### src/rtl/core/cba_pkg.sv
package cba_pkg;

	localparam int NUM_BLOCKS  = 1024;
	localparam int BLOCK_BYTES = 64;

	localparam int BLK_W = 10;
	localparam int CNT_W = 11;
	localparam int OFS_W = 16;

	localparam int ROW_W  = 32;
	localparam int ROWS   = NUM_BLOCKS / ROW_W;
	localparam int ROW_AW = $clog2(ROWS);
	localparam int BIT_AW = $clog2(ROW_W);

	localparam int RESERVED_RAW = NUM_BLOCKS / BLOCK_BYTES;
	localparam int RESERVED     = (RESERVED_RAW > NUM_BLOCKS) ? NUM_BLOCKS : RESERVED_RAW;
	localparam int BLOCK_SHIFT  = $clog2(BLOCK_BYTES);

	localparam logic MODE_ALLOC   = 1'b0;
	localparam logic MODE_RELEASE = 1'b1;

	typedef struct packed {
		logic load;
		logic rd_issue;
		logic take_hit;
		logic advance;
		logic wr;
		logic out_load;
	} ctl_t;

	typedef struct packed {
		logic in_skip;
		logic in_release;
		logic rd_vld;
		logic hit;
		logic row_last;
		logic rd_at_end;
		logic wr_last;
	} sts_t;

	function automatic logic [ROW_W-1:0] reset_row(input logic [ROW_AW-1:0] row);
		logic [ROW_W-1:0] bits;
		bits = '0;
		for (int b = 0; b < ROW_W; b++) begin
			bits[b] = ((int'(row) * ROW_W + b) < RESERVED);
		end
		return bits;
	endfunction

endpackage

### src/rtl/core/cba_req_if.sv
interface cba_req_if;
	logic                      valid;
	logic                      ready;
	logic                      mode;
	logic [cba_pkg::BLK_W-1:0] start_block;
	logic [cba_pkg::CNT_W-1:0] span;

	modport source (output valid, output mode, output start_block, output span,
		input ready);
	modport sink (input valid, input mode, input start_block, input span,
		output ready);
endinterface

### src/rtl/core/cba_rsp_if.sv
interface cba_rsp_if;
	logic                      valid;
	logic                      ready;
	logic                      found;
	logic [cba_pkg::BLK_W-1:0] first_block;
	logic [cba_pkg::OFS_W-1:0] byte_offset;

	modport source (output valid, output found, output first_block, output byte_offset,
		input ready);
	modport sink (input valid, input found, input first_block, input byte_offset,
		output ready);
endinterface

### src/rtl/core/cba_datapath.sv
module cba_datapath (
	input  logic                      clk,
	input  logic                      arst_n,
	input  logic                      mode,
	input  logic [cba_pkg::BLK_W-1:0] start_block,
	input  logic [cba_pkg::CNT_W-1:0] span,
	input  cba_pkg::ctl_t             cmd,
	output cba_pkg::sts_t             sts,
	output logic                      found,
	output logic [cba_pkg::BLK_W-1:0] first_block,
	output logic [cba_pkg::OFS_W-1:0] byte_offset
);

	logic [cba_pkg::ROW_W-1:0]  mem_q [cba_pkg::ROWS];
	logic [cba_pkg::ROWS-1:0]   vld_q;
	logic [cba_pkg::ROW_W-1:0]  mem_rd_s1;
	logic                       row_vld_s1;
	logic [cba_pkg::ROW_AW-1:0] row_s1;
	logic                       rd_vld_s1;

	logic                       mode_q;
	logic [cba_pkg::CNT_W-1:0]  count_q;
	logic [cba_pkg::CNT_W-1:0]  run_q;
	logic [cba_pkg::BLK_W-1:0]  start_q;
	logic [cba_pkg::BLK_W-1:0]  end_q;
	logic [cba_pkg::ROW_AW-1:0] rd_row_q;
	logic                       found_q;
	logic [cba_pkg::BLK_W-1:0]  res_blk_q;

	logic                       out_found_q;
	logic [cba_pkg::BLK_W-1:0]  out_blk_q;
	logic [cba_pkg::OFS_W-1:0]  out_ofs_q;

	logic [cba_pkg::ROW_W-1:0]  row_bits;
	logic [cba_pkg::ROW_W-1:0]  hit_vec;
	logic [cba_pkg::CNT_W-1:0]  run_out;
	logic [cba_pkg::BIT_AW-1:0] hit_pos;
	logic                       hit_any;
	logic [cba_pkg::BLK_W-1:0]  hit_idx;
	logic [cba_pkg::CNT_W-1:0]  hit_start_w;
	logic [cba_pkg::BLK_W-1:0]  hit_start;
	logic [cba_pkg::BIT_AW-1:0] lo_bit;
	logic [cba_pkg::BIT_AW-1:0] hi_bit;
	logic [cba_pkg::ROW_W-1:0]  mark_mask;
	logic [cba_pkg::ROW_W-1:0]  new_row;
	logic [cba_pkg::BLK_W+1:0]  rel_sum;
	logic [cba_pkg::BLK_W-1:0]  rel_end;
	logic                       cnt_zero;
	logic                       cnt_over;

	assign row_bits = row_vld_s1 ? mem_rd_s1 : cba_pkg::reset_row(row_s1);

	always_comb begin
		logic                       h_fnd;
		logic [cba_pkg::BIT_AW-1:0] h_idx;
		logic [cba_pkg::CNT_W-1:0]  len;
		hit_vec = '0;
		run_out = '0;
		for (int p = 0; p < cba_pkg::ROW_W; p++) begin
			h_fnd = 1'b0;
			h_idx = '0;
			for (int q = 0; q < cba_pkg::ROW_W; q++) begin
				if (q <= p && row_bits[q]) begin
					h_fnd = 1'b1;
					h_idx = cba_pkg::BIT_AW'(q);
				end
			end
			if (!h_fnd) begin
				len = run_q + cba_pkg::CNT_W'(p + 1);
			end else begin
				len = cba_pkg::CNT_W'(p) - cba_pkg::CNT_W'(h_idx);
			end
			hit_vec[p] = (len >= count_q);
			if (p == cba_pkg::ROW_W - 1) begin
				run_out = len;
			end
		end
	end

	always_comb begin
		hit_pos = '0;
		for (int q = cba_pkg::ROW_W - 1; q >= 0; q--) begin
			if (hit_vec[q]) begin
				hit_pos = cba_pkg::BIT_AW'(q);
			end
		end
	end

	assign hit_any     = |hit_vec;
	assign hit_idx     = {row_s1, hit_pos};
	assign hit_start_w = cba_pkg::CNT_W'(hit_idx) - count_q + cba_pkg::CNT_W'(1);
	assign hit_start   = hit_start_w[cba_pkg::BLK_W-1:0];

	assign lo_bit    = (row_s1 == start_q[cba_pkg::BLK_W-1 -: cba_pkg::ROW_AW]) ?
		start_q[cba_pkg::BIT_AW-1:0] : '0;
	assign hi_bit    = (row_s1 == end_q[cba_pkg::BLK_W-1 -: cba_pkg::ROW_AW]) ?
		end_q[cba_pkg::BIT_AW-1:0] : '1;
	assign mark_mask = ({cba_pkg::ROW_W{1'b1}} << lo_bit) &
		({cba_pkg::ROW_W{1'b1}} >> (cba_pkg::BIT_AW'(cba_pkg::ROW_W - 1) - hi_bit));
	assign new_row   = (mode_q == cba_pkg::MODE_RELEASE) ? (row_bits & ~mark_mask) :
		(row_bits | mark_mask);

	assign rel_sum  = {2'b00, start_block} + {1'b0, span} - (cba_pkg::BLK_W + 2)'(1);
	assign rel_end  = (rel_sum[cba_pkg::BLK_W+1:cba_pkg::BLK_W] != 2'b00) ?
		'1 : rel_sum[cba_pkg::BLK_W-1:0];
	assign cnt_zero = (span == '0);
	assign cnt_over = (span > cba_pkg::CNT_W'(cba_pkg::NUM_BLOCKS));

	assign sts.in_release = (mode == cba_pkg::MODE_RELEASE);
	assign sts.in_skip    = cnt_zero || ((mode == cba_pkg::MODE_ALLOC) && cnt_over);
	assign sts.rd_vld     = rd_vld_s1;
	assign sts.hit        = hit_any;
	assign sts.row_last   = (row_s1 == '1);
	assign sts.rd_at_end  = (rd_row_q == end_q[cba_pkg::BLK_W-1 -: cba_pkg::ROW_AW]);
	assign sts.wr_last    = rd_vld_s1 && (row_s1 == end_q[cba_pkg::BLK_W-1 -: cba_pkg::ROW_AW]);

	always_ff @(posedge clk) begin
		if (cmd.wr) begin
			mem_q[row_s1] <= new_row;
		end
		if (cmd.rd_issue) begin
			mem_rd_s1 <= mem_q[rd_row_q];
			row_vld_s1 <= vld_q[rd_row_q];
			row_s1 <= rd_row_q;
		end
	end

	always_ff @(posedge clk or negedge arst_n) begin
		if (!arst_n) begin
			vld_q <= '0;
			rd_vld_s1 <= 1'b0;
		end else begin
			rd_vld_s1 <= cmd.rd_issue;
			if (cmd.wr) begin
				vld_q[row_s1] <= 1'b1;
			end
		end
	end

	always_ff @(posedge clk) begin
		if (cmd.load) begin
			mode_q <= mode;
			count_q <= span;
			run_q <= '0;
			start_q <= start_block;
			end_q <= rel_end;
			found_q <= (mode == cba_pkg::MODE_RELEASE);
			res_blk_q <= '0;
			rd_row_q <= (mode == cba_pkg::MODE_RELEASE) ?
				start_block[cba_pkg::BLK_W-1 -: cba_pkg::ROW_AW] : '0;
		end else if (cmd.take_hit) begin
			start_q <= hit_start;
			end_q <= hit_idx;
			found_q <= 1'b1;
			res_blk_q <= hit_start;
			rd_row_q <= hit_start[cba_pkg::BLK_W-1 -: cba_pkg::ROW_AW];
		end else begin
			if (cmd.rd_issue) begin
				rd_row_q <= rd_row_q + cba_pkg::ROW_AW'(1);
			end
			if (cmd.advance) begin
				run_q <= run_out;
			end
		end
		if (cmd.out_load) begin
			out_found_q <= found_q;
			out_blk_q <= res_blk_q;
			out_ofs_q <= cba_pkg::OFS_W'(res_blk_q) << cba_pkg::BLOCK_SHIFT;
		end
	end

	assign found       = out_found_q;
	assign first_block = out_blk_q;
	assign byte_offset = out_ofs_q;

endmodule

### src/rtl/core/cba_ctrl.sv
module cba_ctrl (
	input  logic          clk,
	input  logic          arst_n,
	input  logic          in_valid,
	output logic          in_ready,
	output logic          out_valid,
	input  logic          out_ready,
	input  cba_pkg::sts_t sts,
	output cba_pkg::ctl_t cmd
);

	typedef enum logic [3:0] {
		S_IDLE = 4'b0001,
		S_SCAN = 4'b0010,
		S_MARK = 4'b0100,
		S_RESP = 4'b1000
	} state_t;

	state_t state_q;
	state_t state_d;
	logic   issued_all_q;
	logic   out_valid_q;

	always_comb begin
		cmd = '0;
		state_d = state_q;
		unique case (state_q)
			S_IDLE: begin
				if (in_valid) begin
					cmd.load = 1'b1;
					if (sts.in_skip) begin
						state_d = S_RESP;
					end else if (sts.in_release) begin
						state_d = S_MARK;
					end else begin
						state_d = S_SCAN;
					end
				end
			end
			S_SCAN: begin
				if (sts.rd_vld && sts.hit) begin
					cmd.take_hit = 1'b1;
					state_d = S_MARK;
				end else begin
					cmd.rd_issue = 1'b1;
					if (sts.rd_vld) begin
						cmd.advance = 1'b1;
						if (sts.row_last) begin
							state_d = S_RESP;
						end
					end
				end
			end
			S_MARK: begin
				cmd.rd_issue = !issued_all_q;
				if (sts.rd_vld) begin
					cmd.wr = 1'b1;
					if (sts.wr_last) begin
						state_d = S_RESP;
					end
				end
			end
			S_RESP: begin
				if (!out_valid_q || out_ready) begin
					cmd.out_load = 1'b1;
					state_d = S_IDLE;
				end
			end
			default: begin
				state_d = S_IDLE;
			end
		endcase
	end

	always_ff @(posedge clk or negedge arst_n) begin
		if (!arst_n) begin
			state_q <= S_IDLE;
			issued_all_q <= 1'b0;
			out_valid_q <= 1'b0;
		end else begin
			state_q <= state_d;
			if (state_q != S_MARK) begin
				issued_all_q <= 1'b0;
			end else if (cmd.rd_issue && sts.rd_at_end) begin
				issued_all_q <= 1'b1;
			end
			out_valid_q <= cmd.out_load || (out_valid_q && !out_ready);
		end
	end

	assign in_ready  = (state_q == S_IDLE);
	assign out_valid = out_valid_q;

endmodule

### src/rtl/core/contiguous_block_allocator.sv
// First-fit contiguous allocator over a 1024-entry block occupancy map.
// req carries one word per request: mode (allocate or release), start_block
// and span. rsp returns one word per request: found, first_block and
// byte_offset (first_block times the block size).
// The map is held as 32 rows of 32 blocks in a memory with registered read.
// An allocate scans rows from row 0, one row per cycle, then rewrites the
// rows covered by the run, one per cycle. A failed allocate scans all 32
// rows before it answers. A release rewrites only its rows. A request with
// a count of 0, or an allocate above the map size, answers without
// touching the map. One request is worked on at a time; req.ready is high
// only idle, from the cycle after the response word is loaded.
// Reset returns the map to its initial contents at once: blocks 0 to 15 are
// used and all others free. No clearing pass is needed.
// rsp has an output register: while rsp.ready is low the word holds, and the
// block still accepts and works on the next request, waiting only to deliver.
module contiguous_block_allocator (
	input  logic       clk,
	input  logic       arst_n,
	cba_req_if.sink    req,
	cba_rsp_if.source  rsp
);

	cba_pkg::ctl_t cmd;
	cba_pkg::sts_t sts;

	cba_ctrl u_ctrl (
		.clk       (clk),
		.arst_n    (arst_n),
		.in_valid  (req.valid),
		.in_ready  (req.ready),
		.out_valid (rsp.valid),
		.out_ready (rsp.ready),
		.sts       (sts),
		.cmd       (cmd)
	);

	cba_datapath u_dp (
		.clk         (clk),
		.arst_n      (arst_n),
		.mode        (req.mode),
		.start_block (req.start_block),
		.span        (req.span),
		.cmd         (cmd),
		.sts         (sts),
		.found       (rsp.found),
		.first_block (rsp.first_block),
		.byte_offset (rsp.byte_offset)
	);

endmodule

### src/flat_wrapper.sv
// flat-port wrapper written by rule: the top's interface ports become plain ports
module contiguous_block_allocator_flat 
  (clk, arst_n, req_valid, req_mode, req_start_block, req_span, req_ready, rsp_valid, rsp_found, rsp_first_block, rsp_byte_offset, rsp_ready);
  cba_req_if req_i ();
  cba_rsp_if rsp_i ();
  input  logic clk;
  input  logic arst_n;
  input wire logic [$bits(req_i.valid)-1:0] req_valid;
  input wire logic [$bits(req_i.mode)-1:0] req_mode;
  input wire logic [$bits(req_i.start_block)-1:0] req_start_block;
  input wire logic [$bits(req_i.span)-1:0] req_span;
  output wire logic [$bits(req_i.ready)-1:0] req_ready;
  output wire logic [$bits(rsp_i.valid)-1:0] rsp_valid;
  output wire logic [$bits(rsp_i.found)-1:0] rsp_found;
  output wire logic [$bits(rsp_i.first_block)-1:0] rsp_first_block;
  output wire logic [$bits(rsp_i.byte_offset)-1:0] rsp_byte_offset;
  input wire logic [$bits(rsp_i.ready)-1:0] rsp_ready;
  assign req_i.valid = req_valid;
  assign req_i.mode = req_mode;
  assign req_i.start_block = req_start_block;
  assign req_i.span = req_span;
  assign req_ready = req_i.ready;
  assign rsp_valid = rsp_i.valid;
  assign rsp_found = rsp_i.found;
  assign rsp_first_block = rsp_i.first_block;
  assign rsp_byte_offset = rsp_i.byte_offset;
  assign rsp_i.ready = rsp_ready;
  contiguous_block_allocator u_core (.clk(clk), .arst_n(arst_n), .req(req_i), .rsp(rsp_i));
endmodule
### config.mk
export PLATFORM = sky130hd
export DESIGN_NAME = contiguous_block_allocator_flat
export DESIGN_NICKNAME = d
export VERILOG_FILES = /design/src/rtl/core/cba_pkg.sv /design/src/rtl/core/cba_req_if.sv /design/src/rtl/core/cba_rsp_if.sv /design/src/rtl/core/cba_datapath.sv /design/src/rtl/core/cba_ctrl.sv /design/src/rtl/core/contiguous_block_allocator.sv /design/src/flat_wrapper.sv
export SDC_FILE = /design/constraint.sdc
export NUM_CORES = 2
export LEC_CHECK = 0
export ABC_CLOCK_PERIOD_IN_PS = 8600
export BUFFER_PORTS_ARGS = -buffer_cell sky130_fd_sc_hd__clkbuf_2
export CORE_ASPECT_RATIO = 1.5
export CORE_MARGIN = 4
export CORE_UTILIZATION = 30
export CTS_BUF_LIST = sky130_fd_sc_hd__clkbuf_8
export CTS_CLUSTER_DIAMETER = 120
export DETAILED_ROUTE_END_ITERATION = 10
export HOLD_SLACK_MARGIN = 0.02
export PLACE_DENSITY = 0.48
export SLEW_MARGIN = 20
export SYNTH_ARGS = -nofsm -noshare
export SYNTH_HDL_FRONTEND = slang
export SYNTH_SLANG_ARGS = --single-unit
### constraint.sdc
create_clock -name clk -period 8.6 [get_ports clk]
set_input_delay 0.86 -clock clk [delete_from_list [all_inputs] [get_ports clk]]
set_output_delay 0.86 -clock clk [all_outputs]
set_load 0.03 [all_outputs]
==> impl_metrics.toml <==
[power]
worst_ir_drop_on_vdd_v = 0.0002520
sw_frac_of_total_pct = 37.69
share_clk_of_total_power_pct = 20.5
power_switching_w = 0.007827
power_per_cell_area_nw_per_um2 = 294.1
leakage_nw = 25.37
seqPwrFrac_pct = 35.3
internal-power_w = 0.01294
pwr-share-comb_pct = 44.2

[flow_run]
drv_cap = 0

[grt]
gr_util_met2_pct = 38.00
global_route.usage.total_pct = 20.71
grt-ovfl-total = 0
grt_antenna_before_repair = 4
gr-usage-met3_pct = 2.220
global_route.usage.met1_pct = 22.38
global_route.peak_usage_layer = "met2"
via_count_of_the_first_global_routing_pass = 42060
grt_start_max_net_pins = 112
wire_length_of_the_first_global_routing_pass_um = 315500

[clocking]
holdBufCountCts = 0
clock_sinks = 1171
cts_tree = "built"
clkTransAtPathRegs_ps = 70
htreeDepth = 4
clock_latency_ps = 880
cts_buffers = 179
cts_buffer_depth = 4
clockRootBuffer = "sky130_fd_sc_hd__clkbuf_8"

[yosys]
post_synth_num_cell_types = 90
netlist_area_sq_um = 61960
synth_area_per_cell_sq_um = 13.86
synth_edf_count = 1111
synth_top_flop_cell = "sky130_fd_sc_hd__edfxtp_1"
async_reset_ff_share_pct = 3.330
ys_ff_latch = 1171
synth_cells = 4470
synth-seq-area-share_pct = 56.10
synth.yosys.warnings = 0

[route]
first_iter_violations = 3043
dr_total_vias = 40370
antenna_violating_nets_post_route = 0
detail_route.first_pass.iterations = 5
wl_um = 223400
post-route-drc-count = 0
wire_per_inst_um = 29.47
vias_per_cell = 5.327

[timing]
hold-worst-slack_ps = 186.4
final-hold-violation-count = 0
drv_slew = 0
clock-skew-final_ps = 64.01
tns_ps = 0
maxSlewHeadroom_pct = 11.36
timing_worst_slew_pin_value_ps = 1321
clock.fmax_ghz = 0.1222
final_min_period_over_clock_period_pct = 95.15
rsz0062_at_grt = "false"
finalCriticalPeriod_ps = 8183
finalSetupViolations = 0
worst_slack_ps = 417.2

[final_layout]
fillcell_total = 20060
final-instance-count-excl-fill = 7578
layout-area-overhead-vs-synth_pct = 13.93
finish.utilization_pct = 34.31
drive_gt1_share_pct = 21.76
final_nets = 5236

[die]
floorplan.rows = 204
io_pins = 55
dieWidth_um = 379.1
dieArea_sq_um = 214000
initial_core_util_pct = 30.12
die_h_um = 564.6
floorplan.core_area_sq_um = 205700

[worst_setup_path]
critPathTopFamily = "compound AO/OA/AOI/OAI gates"
critical_path.reg2reg.startpoint = "u_core.u_dp.row_vld_s1"
crit_path_max_fanout = 5
cell_with_the_largest_stage_delay_on_the_worst_path = "sky130_fd_sc_hd__or4_1"
critPathArrivalTime_ps = 8760
critPathLaunchType = "flop"
worst_reg_to_reg_cells = 32
flop2flop_setup_slack_ps = 420
setup.worst_path.start = "u_core.u_dp.row_vld_s1"
maximum_cell_stage_delay_along_the_critical_path_ps = 680
crit_path_frequent_cell = "sky130_fd_sc_hd__a21oi_1"
timing.critical_path.depth = 32
setup.worst_path.end = "u_core.u_dp.rd_row_q[3]"
critPathBufInv = 3
r2r_end = "u_core.u_dp.rd_row_q[3]"
worst_setup_path_end_kind = "flop"
path_class = "reg -> reg"
cp_data_required_time_ps = 9180

[placed_design]
globalplace.congestion = 0.9786
port_buffers = 48
dpl.hpwl_um = 150500
place_inst = 7263
dp_worst_setup_slack_ps = -261.6

[status]
outcome = "finished, final reports clean"

[min_path]
min_path_type = "in -> async"
cell type report:
cell class	instances	area (sq um)	share of cell area (%)
flip-flops and latches	1171	34770	49.25
repair buffers	327	2446	3.465
well taps	2678	3351	4.747
multi-input cells	2991	26480	37.50
inverters	100	379.1	0.5370
clock buffers	188	2587	3.665
clock inverters	121	581.8	0.8242
diodes	2	5.005	0.007090
stage by stage:
step | area, sq um | total power [W]
3_3_place_gp | 67250 | 0.01658
4_1_cts | 70430 | 0.02094
6_report | 70590 | 0.02076
5_1_grt | 70590 | 0.02194
2_1_floorplan | 61980 | 0.01306
3_5_place_dp | 67250 | 0.01661
flip-flops by register name, indices dropped and copies added, names as in the netlist, 4 cells and up:
register / count
u_core.u_dp.row_s1: 5
u_core.u_dp.mem_q: 1024
u_core.u_dp.mem_rd_s1: 32
u_core.u_dp.vld_q: 32
u_core.u_dp.rd_row_q: 5
u_core.u_dp.end_q: 10
u_core.u_dp.count_q: 11
u_core.u_ctrl.state_q: 4
u_core.u_dp.first_block: 10
u_core.u_dp.start_q: 10
u_core.u_dp.res_blk_q: 10
u_core.u_dp.run_q: 11
cells in the final DEF, fill, tap and decap left out, types with 38 or more instances in the layout:
| cell | count |
|---|---|
| sky130_fd_sc_hd__nand3_1 | 92 |
| sky130_fd_sc_hd__clkbuf_8 | 188 |
| sky130_fd_sc_hd__clkbuf_2 | 48 |
| sky130_fd_sc_hd__xor2_1 | 104 |
| sky130_fd_sc_hd__xnor2_1 | 152 |
| sky130_fd_sc_hd__nor2_1 | 388 |
| sky130_fd_sc_hd__buf_4 | 270 |
| sky130_fd_sc_hd__nand2_1 | 314 |
| sky130_fd_sc_hd__a31oi_1 | 39 |
| sky130_fd_sc_hd__clkinv_1 | 48 |
| sky130_fd_sc_hd__dfrtp_1 | 38 |
| sky130_fd_sc_hd__mux4_2 | 330 |
| sky130_fd_sc_hd__a21oi_1 | 233 |
| sky130_fd_sc_hd__inv_1 | 148 |
| sky130_fd_sc_hd__or2_2 | 42 |
| sky130_fd_sc_hd__a21o_1 | 54 |
| sky130_fd_sc_hd__edfxtp_1 | 1111 |
| sky130_fd_sc_hd__mux2_2 | 45 |
| sky130_fd_sc_hd__o21ai_0 | 176 |
| sky130_fd_sc_hd__ha_1 | 438 |
| sky130_fd_sc_hd__nand2b_1 | 44 |
logic make-up after synthesis:
| group | Yosys count | synth area share (%) |
|---|---|---|
| flip-flops | 1171 | 56.10 |
| AND/OR/NAND/NOR | 1090 | 7.916 |
| AO/OA/AOI/OAI | 784 | 7.975 |
| adder cells (fa/ha/maj) | 440 | 8.910 |
| multiplexers | 415 | 13.46 |
| buffers and inverters | 313 | 2.015 |
| XOR/XNOR | 256 | 3.619 |
| other | 1 | 0.006052 |
metal layers:
metal / routed length [um] / vias up / share of wire (%)
li1: - / 17920 / -
met1: 80090 / 20720 / 36
met2: 117500 / 1229 / 53
met3: 8277 / 501 / 3.7
met4: 17500 / 2 / 7.8
met5: 13 / - / 0.0058
Yosys cell counts, drive strengths merged (38+ instances only):
cell type  number  area share, %
mux2i          40           0.65
or2            42           0.42
xnor2         152            2.1
nand2         315            1.9
dfrtp          38            1.5
edfxtp       1111             54
a31oi          40           0.40
o21ai         197            1.6
nor2          420            2.5
mux2           45           0.82
inv            98           0.59
clkbuf        154           0.93
a21oi         240            1.9
xor2          104            1.5
a21o           54           0.65
nand3          92           0.74
nand2b         44           0.44
ha            438            8.8
mux4          330             12
buf            59           0.48
power by group through the flow:
stage	combinational, W	clock [W]	sequential, W
finish	0.00918	0.00426	0.00732
global route	0.00995	0.00466	0.00733
CTS	0.00922	0.00440	0.00732
detailed placement	0.00917	0	0.00743
global placement	0.00914	0	0.00744
floorplan	0.00570	0	0.00736
how the worst min path moves through the flow:
stage / endpoint / cells past startpoint
2_1_floorplan: u_core.u_dp.found / 0
3_3_place_gp: u_core.u_dp.found / 0
3_5_place_dp: u_core.u_dp.found / 0
4_1_cts: u_core.u_dp.count_q[4] / 1
5_1_grt: u_core.u_dp.count_q[4] / 1
6_report: u_core.u_dp.vld_q[25] / 2
what timing repair did:
item	CTS	global route
gates cloned	0	0
pin swaps	0	1
endpoints found under the setup margin	4	10
buffers inserted	0	2
resized for setup	2	15
No activity file was read; power rests on OpenSTA's default activity.
